`src/rtl/kdsl_pkg.sv`:
```
package kdsl_pkg;

   localparam int NUM_KEYS_DEF   = 4;
   localparam int TICK_WIDTH_DEF = 32;
   localparam int MASK_WIDTH     = 4;
   localparam int EVENT_WIDTH    = 2;
   localparam int INTERVAL_WIDTH = 8;
   localparam int LONG_WIDTH     = 16;
   localparam int CSR_DATA_WIDTH = 16;
   localparam int CSR_INDEX_WIDTH = 1;

   localparam logic [INTERVAL_WIDTH-1:0] SAMPLE_INTERVAL_RESET = 8'd20;
   localparam logic [LONG_WIDTH-1:0]     LONG_PRESS_RESET      = 16'd1000;

   localparam logic [CSR_INDEX_WIDTH-1:0] CSR_SAMPLE_INTERVAL = 1'b0;
   localparam logic [CSR_INDEX_WIDTH-1:0] CSR_LONG_PRESS      = 1'b1;

   typedef enum logic [EVENT_WIDTH-1:0] {
      EV_NONE  = 2'd0,
      EV_CLICK = 2'd1,
      EV_LONG  = 2'd2
   } event_type;

   typedef struct packed {
      event_type key_event;
      logic      beep_set;
      logic      beep_clr;
   } key_status_type;

endpackage

```
`src/rtl/kdsl_timer.sv`:
```
module kdsl_timer #(
   parameter int TickWidth = kdsl_pkg::TICK_WIDTH_DEF
) (
   input  logic                                 clock,
   input  logic                                 reset,
   input  logic                                 step,
   input  logic [kdsl_pkg::INTERVAL_WIDTH-1:0]  sample_interval,
   output logic [TickWidth-1:0]                 tick_next,
   output logic                                 sample
);
   import kdsl_pkg::*;

   logic [TickWidth-1:0] tick_ff;
   logic [TickWidth-1:0] last_ff;
   logic [TickWidth-1:0] since_last;
   logic                 interval_one;

   assign tick_next    = tick_ff + TickWidth'(1);
   assign since_last   = tick_next - last_ff;
   assign interval_one = (sample_interval == INTERVAL_WIDTH'(1));
   assign sample       = interval_one || (since_last >= TickWidth'(sample_interval));

   always_ff @(posedge clock) begin
      if (reset) begin
         tick_ff <= '0;
         last_ff <= '0;
      end else if (step) begin
         tick_ff <= tick_next;
         if (sample && !interval_one) begin
            last_ff <= tick_next;
         end
      end
   end

   assert property (@(posedge clock) disable iff (reset)
      !step |=> $stable(tick_ff) && $stable(last_ff))
      else $error("tick state moved without a word");

endmodule

```
`src/rtl/kdsl_key.sv`:
```
module kdsl_key #(
   parameter int TickWidth = kdsl_pkg::TICK_WIDTH_DEF
) (
   input  logic                             clock,
   input  logic                             reset,
   input  logic                             enable,
   input  logic                             down,
   input  logic [TickWidth-1:0]             tick,
   input  logic [kdsl_pkg::LONG_WIDTH-1:0]  long_press_ticks,
   output kdsl_pkg::key_status_type         status
);
   import kdsl_pkg::*;

   typedef enum logic [1:0] {
      MODE_IDLE,
      MODE_DEBOUNCE,
      MODE_SHORT,
      MODE_LONG
   } mode_type;

   mode_type             mode_ff;
   mode_type             mode_in;
   logic [TickWidth-1:0] start_ff;
   logic [TickWidth-1:0] start_in;
   logic [TickWidth-1:0] held;
   logic                 long_hit;

   assign held     = tick - start_ff;
   assign long_hit = held > TickWidth'(long_press_ticks);

   always_comb begin
      mode_in          = mode_ff;
      start_in         = start_ff;
      status.key_event = EV_NONE;
      status.beep_set  = 1'b0;
      status.beep_clr  = 1'b0;
      case (mode_ff)
         MODE_IDLE: begin
            if (down) begin
               start_in = tick;
               mode_in  = MODE_DEBOUNCE;
            end
         end
         MODE_DEBOUNCE: begin
            if (down) begin
               start_in        = tick;
               mode_in         = MODE_SHORT;
               status.beep_set = 1'b1;
            end else begin
               mode_in = MODE_IDLE;
            end
         end
         MODE_SHORT: begin
            status.beep_clr = 1'b1;
            if (down) begin
               if (long_hit) begin
                  start_in = tick;
                  mode_in  = MODE_LONG;
               end
            end else begin
               status.key_event = EV_CLICK;
               mode_in          = MODE_IDLE;
            end
         end
         MODE_LONG: begin
            if (!down) begin
               status.key_event = EV_LONG;
               mode_in          = MODE_IDLE;
            end
         end
         default: begin
            mode_in = MODE_IDLE;
         end
      endcase
   end

   always_ff @(posedge clock) begin
      if (reset) begin
         mode_ff <= MODE_IDLE;
      end else if (enable) begin
         mode_ff  <= mode_in;
         start_ff <= start_in;
      end
   end

   assert property (@(posedge clock) disable iff (reset)
      !enable |=> $stable(mode_ff))
      else $error("key mode moved without a sample");

   assert property (@(posedge clock) disable iff (reset)
      enable && mode_ff == MODE_LONG && !down |=> mode_ff == MODE_IDLE)
      else $error("release from long press did not return to idle");

endmodule

```
`src/rtl/key_debounce_short_long_press.sv`:
```
// Four-key debounce with single-click and long-press detection.
// Input channel req_: one word per system tick, req_pressed_mask holds the
// pressed keys (bit0 back, bit1 right, bit2 left, bit3 ok). A word is taken
// at an edge with req_valid high and req_stall low.
// Result channel rsp_: one word for every input word, in order: the sample
// flag, one event per key (none, single click, long press), the beeper level
// and the last non-empty sampled key mask.
// A word taken into the input register moves on to the result register and rsp_.
// Throughput: one word per cycle while not stalled; the tick counter steps on
// each word, key machines on sampled words, in one pass between the registers.
// While rsp_stall holds a valid result word, one more word waits in the input
// register, after which req_stall goes high until the result moves.
// Registers via csr_: index 0 sample interval, index 1 long-press ticks;
// write only while no word is in flight.
// Reset (synchronous) clears the tick counter, all keys to idle, the beeper,
// the held mask and the valid flags of both channel registers, and loads the
// interval with 20 and the long-press time with 1000.
module key_debounce_short_long_press #(
   parameter int NumKeys   = kdsl_pkg::NUM_KEYS_DEF,
   parameter int TickWidth = kdsl_pkg::TICK_WIDTH_DEF
) (
   input  logic                                  clock,
   input  logic                                  reset,
   input  logic                                  req_valid,
   output logic                                  req_stall,
   input  logic [kdsl_pkg::MASK_WIDTH-1:0]       req_pressed_mask,
   output logic                                  rsp_valid,
   input  logic                                  rsp_stall,
   output logic                                  rsp_sampled,
   output logic [kdsl_pkg::EVENT_WIDTH-1:0]      rsp_back_event,
   output logic [kdsl_pkg::EVENT_WIDTH-1:0]      rsp_right_event,
   output logic [kdsl_pkg::EVENT_WIDTH-1:0]      rsp_left_event,
   output logic [kdsl_pkg::EVENT_WIDTH-1:0]      rsp_ok_event,
   output logic                                  rsp_beep_on,
   output logic [kdsl_pkg::MASK_WIDTH-1:0]       rsp_held_keys,
   input  logic                                  csr_write_en,
   input  logic [kdsl_pkg::CSR_INDEX_WIDTH-1:0]  csr_index,
   input  logic [kdsl_pkg::CSR_DATA_WIDTH-1:0]   csr_wdata
);
   import kdsl_pkg::*;

   logic [INTERVAL_WIDTH-1:0] interval_ff;
   logic [LONG_WIDTH-1:0]     long_ff;

   logic                  in_valid_ff;
   logic [MASK_WIDTH-1:0] in_mask_ff;
   logic                  advance;
   logic                  req_take;

   logic                  sample;
   logic                  step_sample;
   logic [TickWidth-1:0]  tick_next;

   key_status_type        key_status [NumKeys];
   event_type             ev_word [MASK_WIDTH];

   logic                  beep_ff;
   logic                  beep_in;
   logic                  beep_mix;
   logic [MASK_WIDTH-1:0] held_ff;
   logic [MASK_WIDTH-1:0] held_in;

   logic                  rsp_valid_ff;
   logic                  rsp_sampled_ff;
   event_type             rsp_event_ff [MASK_WIDTH];
   logic                  rsp_beep_ff;
   logic [MASK_WIDTH-1:0] rsp_held_ff;

   assign advance     = in_valid_ff && (!rsp_valid_ff || !rsp_stall);
   assign req_stall   = in_valid_ff && !advance;
   assign req_take    = req_valid && !req_stall;
   assign step_sample = advance && sample;

   always_ff @(posedge clock) begin
      if (reset) begin
         interval_ff <= SAMPLE_INTERVAL_RESET;
         long_ff     <= LONG_PRESS_RESET;
      end else if (csr_write_en) begin
         case (csr_index)
            CSR_SAMPLE_INTERVAL: interval_ff <= csr_wdata[INTERVAL_WIDTH-1:0];
            CSR_LONG_PRESS:      long_ff     <= csr_wdata[LONG_WIDTH-1:0];
            default:             ;
         endcase
      end
   end

   kdsl_timer #(.TickWidth(TickWidth)) u_timer (
      .clock           (clock),
      .reset           (reset),
      .step            (advance),
      .sample_interval (interval_ff),
      .tick_next       (tick_next),
      .sample          (sample)
   );

   for (genvar k = 0; k < NumKeys; k++) begin : g_key
      logic down;
      if (k < MASK_WIDTH) begin : g_wired
         assign down = in_mask_ff[k];
      end else begin : g_unwired
         assign down = 1'b0;
      end
      kdsl_key #(.TickWidth(TickWidth)) u_key (
         .clock            (clock),
         .reset            (reset),
         .enable           (step_sample),
         .down             (down),
         .tick             (tick_next),
         .long_press_ticks (long_ff),
         .status           (key_status[k])
      );
   end

   for (genvar k = 0; k < MASK_WIDTH; k++) begin : g_event
      if (k < NumKeys) begin : g_live
         assign ev_word[k] = sample ? key_status[k].key_event : EV_NONE;
      end else begin : g_absent
         assign ev_word[k] = EV_NONE;
      end
   end

   // later keys override earlier ones
   always_comb begin
      beep_mix = beep_ff;
      for (int k = 0; k < NumKeys; k++) begin
         if (key_status[k].beep_set) begin
            beep_mix = 1'b1;
         end else if (key_status[k].beep_clr) begin
            beep_mix = 1'b0;
         end
      end
   end

   assign beep_in = sample ? beep_mix : beep_ff;
   assign held_in = (sample && in_mask_ff != '0) ? in_mask_ff : held_ff;

   always_ff @(posedge clock) begin
      if (reset) begin
         in_valid_ff  <= 1'b0;
         rsp_valid_ff <= 1'b0;
         beep_ff      <= 1'b0;
         held_ff      <= '0;
      end else begin
         if (req_take) begin
            in_valid_ff <= 1'b1;
         end else if (advance) begin
            in_valid_ff <= 1'b0;
         end
         if (advance) begin
            rsp_valid_ff <= 1'b1;
            beep_ff      <= beep_in;
            held_ff      <= held_in;
         end else if (!rsp_stall) begin
            rsp_valid_ff <= 1'b0;
         end
      end
   end

   always_ff @(posedge clock) begin
      if (req_take) begin
         in_mask_ff <= req_pressed_mask;
      end
      if (advance) begin
         rsp_sampled_ff <= sample;
         rsp_event_ff   <= ev_word;
         rsp_beep_ff    <= beep_in;
         rsp_held_ff    <= held_in;
      end
   end

   assign rsp_valid       = rsp_valid_ff;
   assign rsp_sampled     = rsp_sampled_ff;
   assign rsp_back_event  = rsp_event_ff[0];
   assign rsp_right_event = rsp_event_ff[1];
   assign rsp_left_event  = rsp_event_ff[2];
   assign rsp_ok_event    = rsp_event_ff[3];
   assign rsp_beep_on     = rsp_beep_ff;
   assign rsp_held_keys   = rsp_held_ff;

   assert property (@(posedge clock) disable iff (reset)
      rsp_valid && !rsp_sampled |-> rsp_back_event == EV_NONE && rsp_right_event == EV_NONE
         && rsp_left_event == EV_NONE && rsp_ok_event == EV_NONE)
      else $error("key event reported without a sample");

   assert property (@(posedge clock) disable iff (reset)
      !step_sample |=> $stable(beep_ff) && $stable(held_ff))
      else $error("beeper or held mask moved without a sample");

   assert property (@(posedge clock) disable iff (reset)
      advance |=> rsp_valid_ff && rsp_beep_ff == beep_ff && rsp_held_ff == held_ff)
      else $error("result word disagrees with held state");

endmodule
```
`config.mk`:
```
export PLATFORM = sky130hd
export DESIGN_NAME = key_debounce_short_long_press
export DESIGN_NICKNAME = d
export VERILOG_FILES = /design/src/rtl/kdsl_pkg.sv /design/src/rtl/kdsl_timer.sv /design/src/rtl/kdsl_key.sv /design/src/rtl/key_debounce_short_long_press.sv
export SDC_FILE = /design/constraint.sdc
export NUM_CORES = 1
export LEC_CHECK = 0
export BUFFER_PORTS_ARGS = -buffer_cell sky130_fd_sc_hd__buf_2
export CAP_MARGIN = 10
export CORE_UTILIZATION = 30
export DETAILED_ROUTE_END_ITERATION = 16
export GPL_ROUTABILITY_DRIVEN = 0
export PLACE_DENSITY_LB_ADDON = 0.1
export SETUP_SLACK_MARGIN = 0.15
export SKIP_LAST_GASP = 1
export SYNTH_ARGS = -nofsm -noshare
export SYNTH_HDL_FRONTEND = slang
export SYNTH_SLANG_ARGS = --single-unit
```
`constraint.sdc`:
```
create_clock -name clock -period 10 [get_ports clock]
set_input_delay 1 -clock clock [delete_from_list [all_inputs] [get_ports clock]]
set_output_delay 1 -clock clock [all_outputs]
set_load 0.05 [all_outputs]
```
==> results of run 1 <==
[sequential cells by signal, indices dropped and copies added (netlist names)]
| register | cells |
|---|---|
| long_ff | 16 |
| u_timer.tick_ff | 32 |
| held_ff | 4 |
| rsp_ok_event | 2 |
| rsp_held_keys | 4 |
| rsp_left_event | 2 |
| rsp_sampled | 1 |
| interval_ff | 8 |
| beep_ff | 1 |
| rsp_right_event | 2 |
| g_key.u_key.mode_ff | 8 |
| in_valid_ff | 1 |
| u_timer.last_ff | 32 |
| in_mask_ff | 4 |
| g_key.u_key.start_ff | 128 |
| rsp_valid | 1 |
| rsp_beep_on | 1 |
| rsp_back_event | 2 |
[cells in the final DEF (no fill, tap or decap), drive strengths merged, types with 9 or more instances in the layout]
cell type,netlist,final
a21oi,212,212
mux2i,21,21
clkbuf,69,43
xnor2,89,89
nand3,82,82
or3,21,21
nor3,26,26
buf,21,79
o211ai,28,28
nor4,15,15
nand2,224,224
a31oi,29,29
a2111oi,13,13
ha,228,228
a21o,61,61
and3,25,25
a211oi,68,68
inv,223,223
dfxtp,103,103
o41ai,9,9
o21a,32,32
o2111ai,12,12
nand2b,24,24
nand4,44,44
clkinv,1,11
or4,11,11
o21ai,104,104
edfxtp,146,146
nor2,199,199
o31ai,15,15
nor2b,33,33
o21bai,18,18
and2,15,15
xor2,65,65
a21boi,12,12
[metal layers]
metal	global-route usage [%]	part of all wire, %	up-vias
li1	-	-	8884
met1	22.6	47	8302
met5	0	0	-
met3	2.19	3.2	125
met4	6.21	3.4	0
met2	28.7	46	357
[where the power goes]
part,internal [mW],total (mW),switching [mW]
logic,0.133,0.364,0.231
registers,1.11,1.13,0.0160
clock network,0.796,1.28,0.481
[cells by family after synthesis]
group / Yosys count
buffers and inverters: 314
AND/OR/NAND/NOR: 761
multiplexers: 24
flip-flops: 249
AO/OA/AOI/OAI: 687
adder cells (fa/ha/maj): 233
XOR/XNOR: 154
[critical path, cell delays in order, from the launching register on]
cell	delay (ns)
dfxtp_1	0.65
ha_1	0.31
nand3_1	0.20
nor3_1	0.68
and4_1	0.36
and3_1	0.29
nand2_1	0.12
nor2_1	0.27
and2_1	0.27
nand2_1	0.09
xnor2_1	0.18
buf_4	0.22
ha_1	0.33
nor3b_1	0.18
a2111oi_2	0.35
o211ai_1	0.17
nor4_2	0.29
o2111ai_1	0.13
or4_1	0.46
or4_1	0.51
or4_4	0.53
or3b_1	0.77
nand2_1	0.54
nor4_2	0.10
buf_4	0.27
[cell type report]
cell class | count | area, sq um
Clock buffer | 43 | 977
Clock inverter | 18 | 203
Fill cell | 7016 | 44400
Inverter | 224 | 841
Multi-Input combinational cell | 1859 | 12800
Sequential cell | 249 | 6450
Tap cell | 873 | 1090
Timing Repair Buffer | 79 | 490
[stage by stage]
stage	total power [mW]	instance area (sq um)	std cells
final	2.77	22800	3345
after detailed placement	1.51	21700	3284
after floorplan	1.41	20400	2422
after CTS	2.82	22800	3345
after global routing	2.90	22800	3345
after global placement	1.51	21700	3283
[worst max path at each step]
stage / from / endpoint / slack, ns / cells past startpoint
after CTS: u_timer.tick_ff[0]$_SDFFE_PP0P_ / g_key[0].u_key.start_ff[0]$_DFFE_PP_ / 1.29 / 24
after global routing: u_timer.tick_ff[0]$_SDFFE_PP0P_ / g_key[2].u_key.start_ff[1]$_DFFE_PP_ / 0.72 / 24
after global placement: u_timer.tick_ff[0]$_SDFFE_PP0P_ / g_key[0].u_key.start_ff[1]$_DFFE_PP_ / 1.39 / 24
after detailed placement: u_timer.tick_ff[0]$_SDFFE_PP0P_ / g_key[0].u_key.start_ff[0]$_DFFE_PP_ / 1.31 / 24
after floorplan: u_timer.tick_ff[0]$_SDFFE_PP0P_ / g_key[2].u_key.start_ff[0]$_DFFE_PP_ / -0.82 / 23
final: u_timer.tick_ff[0]$_SDFFE_PP0P_ / g_key[0].u_key.start_ff[0]$_DFFE_PP_ / 1.40 / 24
==> results.py, run 1 <==
metrics = {
    "placed_design": {
        "preCtsSetupSlack_ns": 1.31,
        "portBuffers": 41,
        "dp_hpwl_mm": 47.3,
    },
    "finish": {
        "fin_nets": 2706,
        "final_util_pct": 34.0,
        "drive_gt1_share_pct": 6.80,
        "syn2layout_area_growth_pct": 11.8,
        "antennaDiodeCount": 0,
    },
    "synth": {
        "seq_area_frac_synth_pct": 31.5,
        "synth_cell_type_count": 86,
        "netlist.area_leader.share_pct": 21.5,
        "synth_top_family_by_area": "compound AO/OA/AOI/OAI gates",
        "yosysMostFrequentCell": "ha_1",
        "avgSynthCellArea_sq_um": 8.44,
        "ys_ff_latch": 249,
        "netlist_instances": 2422,
        "ys_warn_count": 0,
        "synthMuxAreaShare_pct": 1.19,
        "synthTopCellsByCount": "ha_1 (228), nand2_1 (224), inv_1 (223)",
        "synth_xor_area_share_pct": 6.60,
        "yosys.area.top_type": "edfxtp_1",
        "synth_edf_count": 146,
        "synthAdderAreaFrac_pct": 14.5,
        "synth_nets": 2681,
        "synth_ff_type": "edfxtp_1",
        "synth-async-reset-ratio_pct": 0,
        "netlist_area_sq_mm": 0.0204,
        "yosys.area_share.simple_pct": 18.0,
        "synth_area_leaders": "edfxtp_1 (21%), ha_1 (14%), dfxtp_1 (10%)",
        "synth-compound-area-share_pct": 22.2,
    },
    "global_routing": {
        "antenna_found_initial": 1,
        "grt_pass1_vias": 17489,
        "grt_first_pass_wirelength_mm": 95.1,
        "grt_max_degree": 80,
        "overflow": 0,
        "gr-usage-all-layers_pct": 17.2,
    },
    "worst_hold_path": {
        "hold_depth": 2,
        "holdCritPathClass": "reg2reg",
        "min_to": "long_ff[4]$_SDFFE_PP0P_",
        "min_from": "long_ff[4]$_SDFFE_PP0P_",
    },
    "floorplan": {
        "rows": 95,
        "die_h_microns": 263,
        "die_area_sq_mm": 0.0692,
        "start_util_pct": 30.4,
        "die_w_microns": 263,
        "core_area_sq_mm": 0.0673,
        "ios": 42,
    },
    "setup_path": {
        "end_kind": "flop",
        "rr_startpoint": "u_timer.tick_ff[0]$_SDFFE_PP0P_",
        "reg2reg_depth": 24,
        "cp-start-kind": "flop",
        "crit_fanout": 32,
        "critPathKind": "reg2reg",
        "reg2reg_slack_ns": 1.40,
        "cp.arrival_ns": 8.85,
        "r2r_end": "g_key[0].u_key.start_ff[0]$_DFFE_PP_",
        "worstPathRequired_ns": 10.24,
    },
    "timing": {
        "max_slew.worst_pin.slew_ns": 0.949,
        "period_needed_ns": 8.60,
        "maxSlewHeadroom_pct": 36.7,
        "finalWorstSetupSlack_ns": 1.40,
        "slew_viol_final": 0,
        "setup_viol": 0,
        "rsz0062_at_grt": "no",
        "final.setup.tns_ns": 0,
        "timing.hold.ws_ns": 0.453,
        "post-route-period-util_pct": 86.0,
        "finClkSkew_ns": 0.0163,
        "max_freq_mhz": 116,
        "hold_viol_final": 0,
    },
    "detailed_routing": {
        "vias": 17668,
        "ant_nets": 0,
        "initialDrtViolationCount": 1290,
        "firstDrtPassIters": 5,
        "drc": 0,
        "wire_per_inst_microns": 17.9,
        "viasPerCell": 5.28,
        "drt-total-wl_mm": 59.9,
    },
    "clock_network": {
        "cts_root_buf": "clkbuf_16",
        "insertion_delay_ns": 0.54,
        "post_cts_buffers": 0,
        "cts.htree.levels": 2,
        "clk_pin_slew_ns": 0.05,
        "ctsHoldBuffers": 0,
        "cts_tree": "yes",
        "post_cts_resize_count": 0,
        "cts_made_buffers": 34,
        "cts.path.max_buffers": 3,
        "cts.sinks": 249,
    },
    "power": {
        "power_density_mw_per_mm2": 121,
        "vdd_drop_max_mv": 0.105,
        "leakagePower_nw": 10.2,
    },
    "job": {
        "max-cap-violations": 0,
    },
    "status": {
        "status": "complete, no violations",
    },
}
No activity file was read; power rests on OpenSTA's default activity.
==> run 2, diff against run 1 <==
Settings changed: PLACE_DENSITY from default to 0.43, PLACE_DENSITY_LB_ADDON 0.1 to default.
==> run 2 against run 1 <==
Sequential power about the same. First-iteration DRC count grew 0.85%. Via count up 0.68%. Clock power is 8% higher. Critical endpoint is now g_key[0].u_key.start_ff[23]$_DFFE_PP_. Maximum frequency increased by 3.4%. Clock skew up 0.0074 ns. Cell count grew 0.21%. Combinational power about the same. Critical path depth is 1 higher. Global-route usage shrank 0.20 points.
==> results.py, run 2 (synthesis results as in run 1) <==
metrics = {
    "clock_network": {
        "post_cts_resize_count": 0,
        "clk_pin_slew_ns": 0.06,
        "insertion_delay_ns": 0.55,
        "cts_root_buf": "clkbuf_16",
        "cts.path.max_buffers": 3,
        "cts.sinks": 249,
        "cts_made_buffers": 36,
        "post_cts_buffers": 0,
        "cts.htree.levels": 2,
        "cts_tree": "yes",
        "ctsHoldBuffers": 0,
    },
    "placed_design": {
        "portBuffers": 41,
        "dp_cells": 3287,
        "preCtsSetupSlack_ns": 1.70,
        "dp_hpwl_mm": 47.0,
    },
    "finish": {
        "final_common_cell": "ha_1",
        "top_register": "g_key.u_key.start_ff",
        "n_fill_cell": 7066,
        "drive_gt1_share_pct": 6.90,
        "layout_common_cells": "ha_1 (228), nand2_1 (224), inv_1 (222)",
        "fin_nets": 2711,
        "antennaDiodeCount": 0,
        "largest_reg_flops": 128,
        "instances_no_fill": 3352,
        "top_regs": "g_key.u_key.start_ff (128), u_timer.last_ff (32), u_timer.tick_ff (32)",
        "syn2layout_area_growth_pct": 12.4,
    },
    "detailed_routing": {
        "vias": 17788,
        "wire_per_inst_microns": 17.7,
        "drt-total-wl_mm": 59.4,
        "viasPerCell": 5.31,
        "ant_nets": 0,
        "initialDrtViolationCount": 1301,
        "firstDrtPassIters": 6,
        "drc": 0,
    },
    "setup_path": {
        "critPathKind": "reg2reg",
        "cp.arrival_ns": 8.56,
        "end_kind": "flop",
        "crit_family": "simple AND/OR/NAND/NOR gates",
        "cp-start-kind": "flop",
        "crit_buf_inv": 3,
        "max_stage_delay_ns": 0.75,
        "worstPathRequired_ns": 10.24,
        "crit_fanout": 32,
        "slowest_stage": "or3b_1",
    },
    "floorplan": {
        "die_w_microns": 263,
        "core_area_sq_mm": 0.0673,
        "rows": 95,
        "die_h_microns": 263,
        "die_area_sq_mm": 0.0692,
        "start_util_pct": 30.4,
        "ios": 42,
    },
    "timing": {
        "slew_viol_final": 0,
        "period_needed_ns": 8.32,
        "setup_viol": 0,
        "finalWorstSetupSlack_ns": 1.68,
        "hold_viol_final": 0,
        "post-route-period-util_pct": 83.2,
        "max_slew.worst_pin.slew_ns": 0.915,
        "maxSlewHeadroom_pct": 39.0,
        "rsz0062_at_grt": "no",
        "finClkSkew_ns": 0.0236,
        "max_freq_mhz": 120,
    },
    "global_routing": {
        "grt_first_pass_wirelength_mm": 94.2,
        "overflow": 0,
        "grt_max_degree": 61,
        "grt_pass1_vias": 17561,
        "gr-usage-all-layers_pct": 16.9,
        "antenna_found_initial": 0,
    },
    "worst_hold_path": {
        "holdCritPathClass": "reg2reg",
    },
    "power": {
        "total_power_mw": 2.88,
        "power_density_mw_per_mm2": 125,
        "leakagePower_nw": 10.3,
        "vdd_drop_max_mv": 0.103,
    },
    "job": {
        "max-cap-violations": 0,
    },
    "status": {
        "status": "complete, no violations",
    },
}
[run 2: worst register-to-register path, delay by kind of cell, from the launching register on]
| family | cells | cell delay, ns |
|---|---|---|
| buffers and inverters | 3 | 0.69 |
| AND/OR/NAND/NOR | 16 | 5.15 |
| AO/OA/AOI/OAI | 3 | 0.67 |
| adder cells (fa/ha/maj) | 2 | 0.64 |
| flip-flops | 1 | 0.65 |
| XOR/XNOR | 1 | 0.19 |
[run 2: area by class of cell]
| cell class | count | area [sq um] | share of cell area, % |
|---|---|---|---|
| repair buffers | 82 | 515 | 2.24 |
| flip-flops and latches | 249 | 6450 | 28.1 |
| multi-input cells | 1859 | 12800 | 55.7 |
| clock buffers | 49 | 1040 | 4.54 |
| clock inverters | 16 | 244 | 1.06 |
| well taps | 873 | 1090 | 4.75 |
| inverters | 224 | 841 | 3.66 |
[run 2: path summary, 6_finish.rpt]
check | start | endpoint | slack [ns] | depth (start not counted)
worst min register to register | long_ff[12]$_SDFFE_PP0P_ | long_ff[12]$_SDFFE_PP0P_ | 0.45 | 2
worst min-delay path | long_ff[12]$_SDFFE_PP0P_ | long_ff[12]$_SDFFE_PP0P_ | 0.45 | 2
worst max-delay path | u_timer.tick_ff[0]$_SDFFE_PP0P_ | g_key[0].u_key.start_ff[23]$_DFFE_PP_ | 1.68 | 25
worst max register to register | u_timer.tick_ff[0]$_SDFFE_PP0P_ | g_key[0].u_key.start_ff[23]$_DFFE_PP_ | 1.68 | 25
[run 2: per-layer routing]
| metal | track usage (%) | part of all wire [%] |
|---|---|---|
| met5 | 0 | 0 |
| met4 | 6.43 | 3.5 |
| met3 | 2.25 | 3.0 |
| met2 | 28.5 | 46 |
| met1 | 22.0 | 47 |
[run 2: metrics by stage]
step	TNS, ns	cell area, sq um	hold slack, ns	util, %
5_1_grt	0	23000	0.475	34.1
3_5_place_dp	0	21700	0.451	32.2
3_3_place_gp	0	21700	0.451	32.2
4_1_cts	0	23000	0.458	34.1
2_1_floorplan	-52.41	20400	0.436	-
6_report	0	23000	0.454	34.1
[run 2: where the power goes]
part	switching (mW)	internal, mW
registers	0.0162	1.11
logic	0.232	0.134
clock network	0.494	0.887
total	0.743	2.14
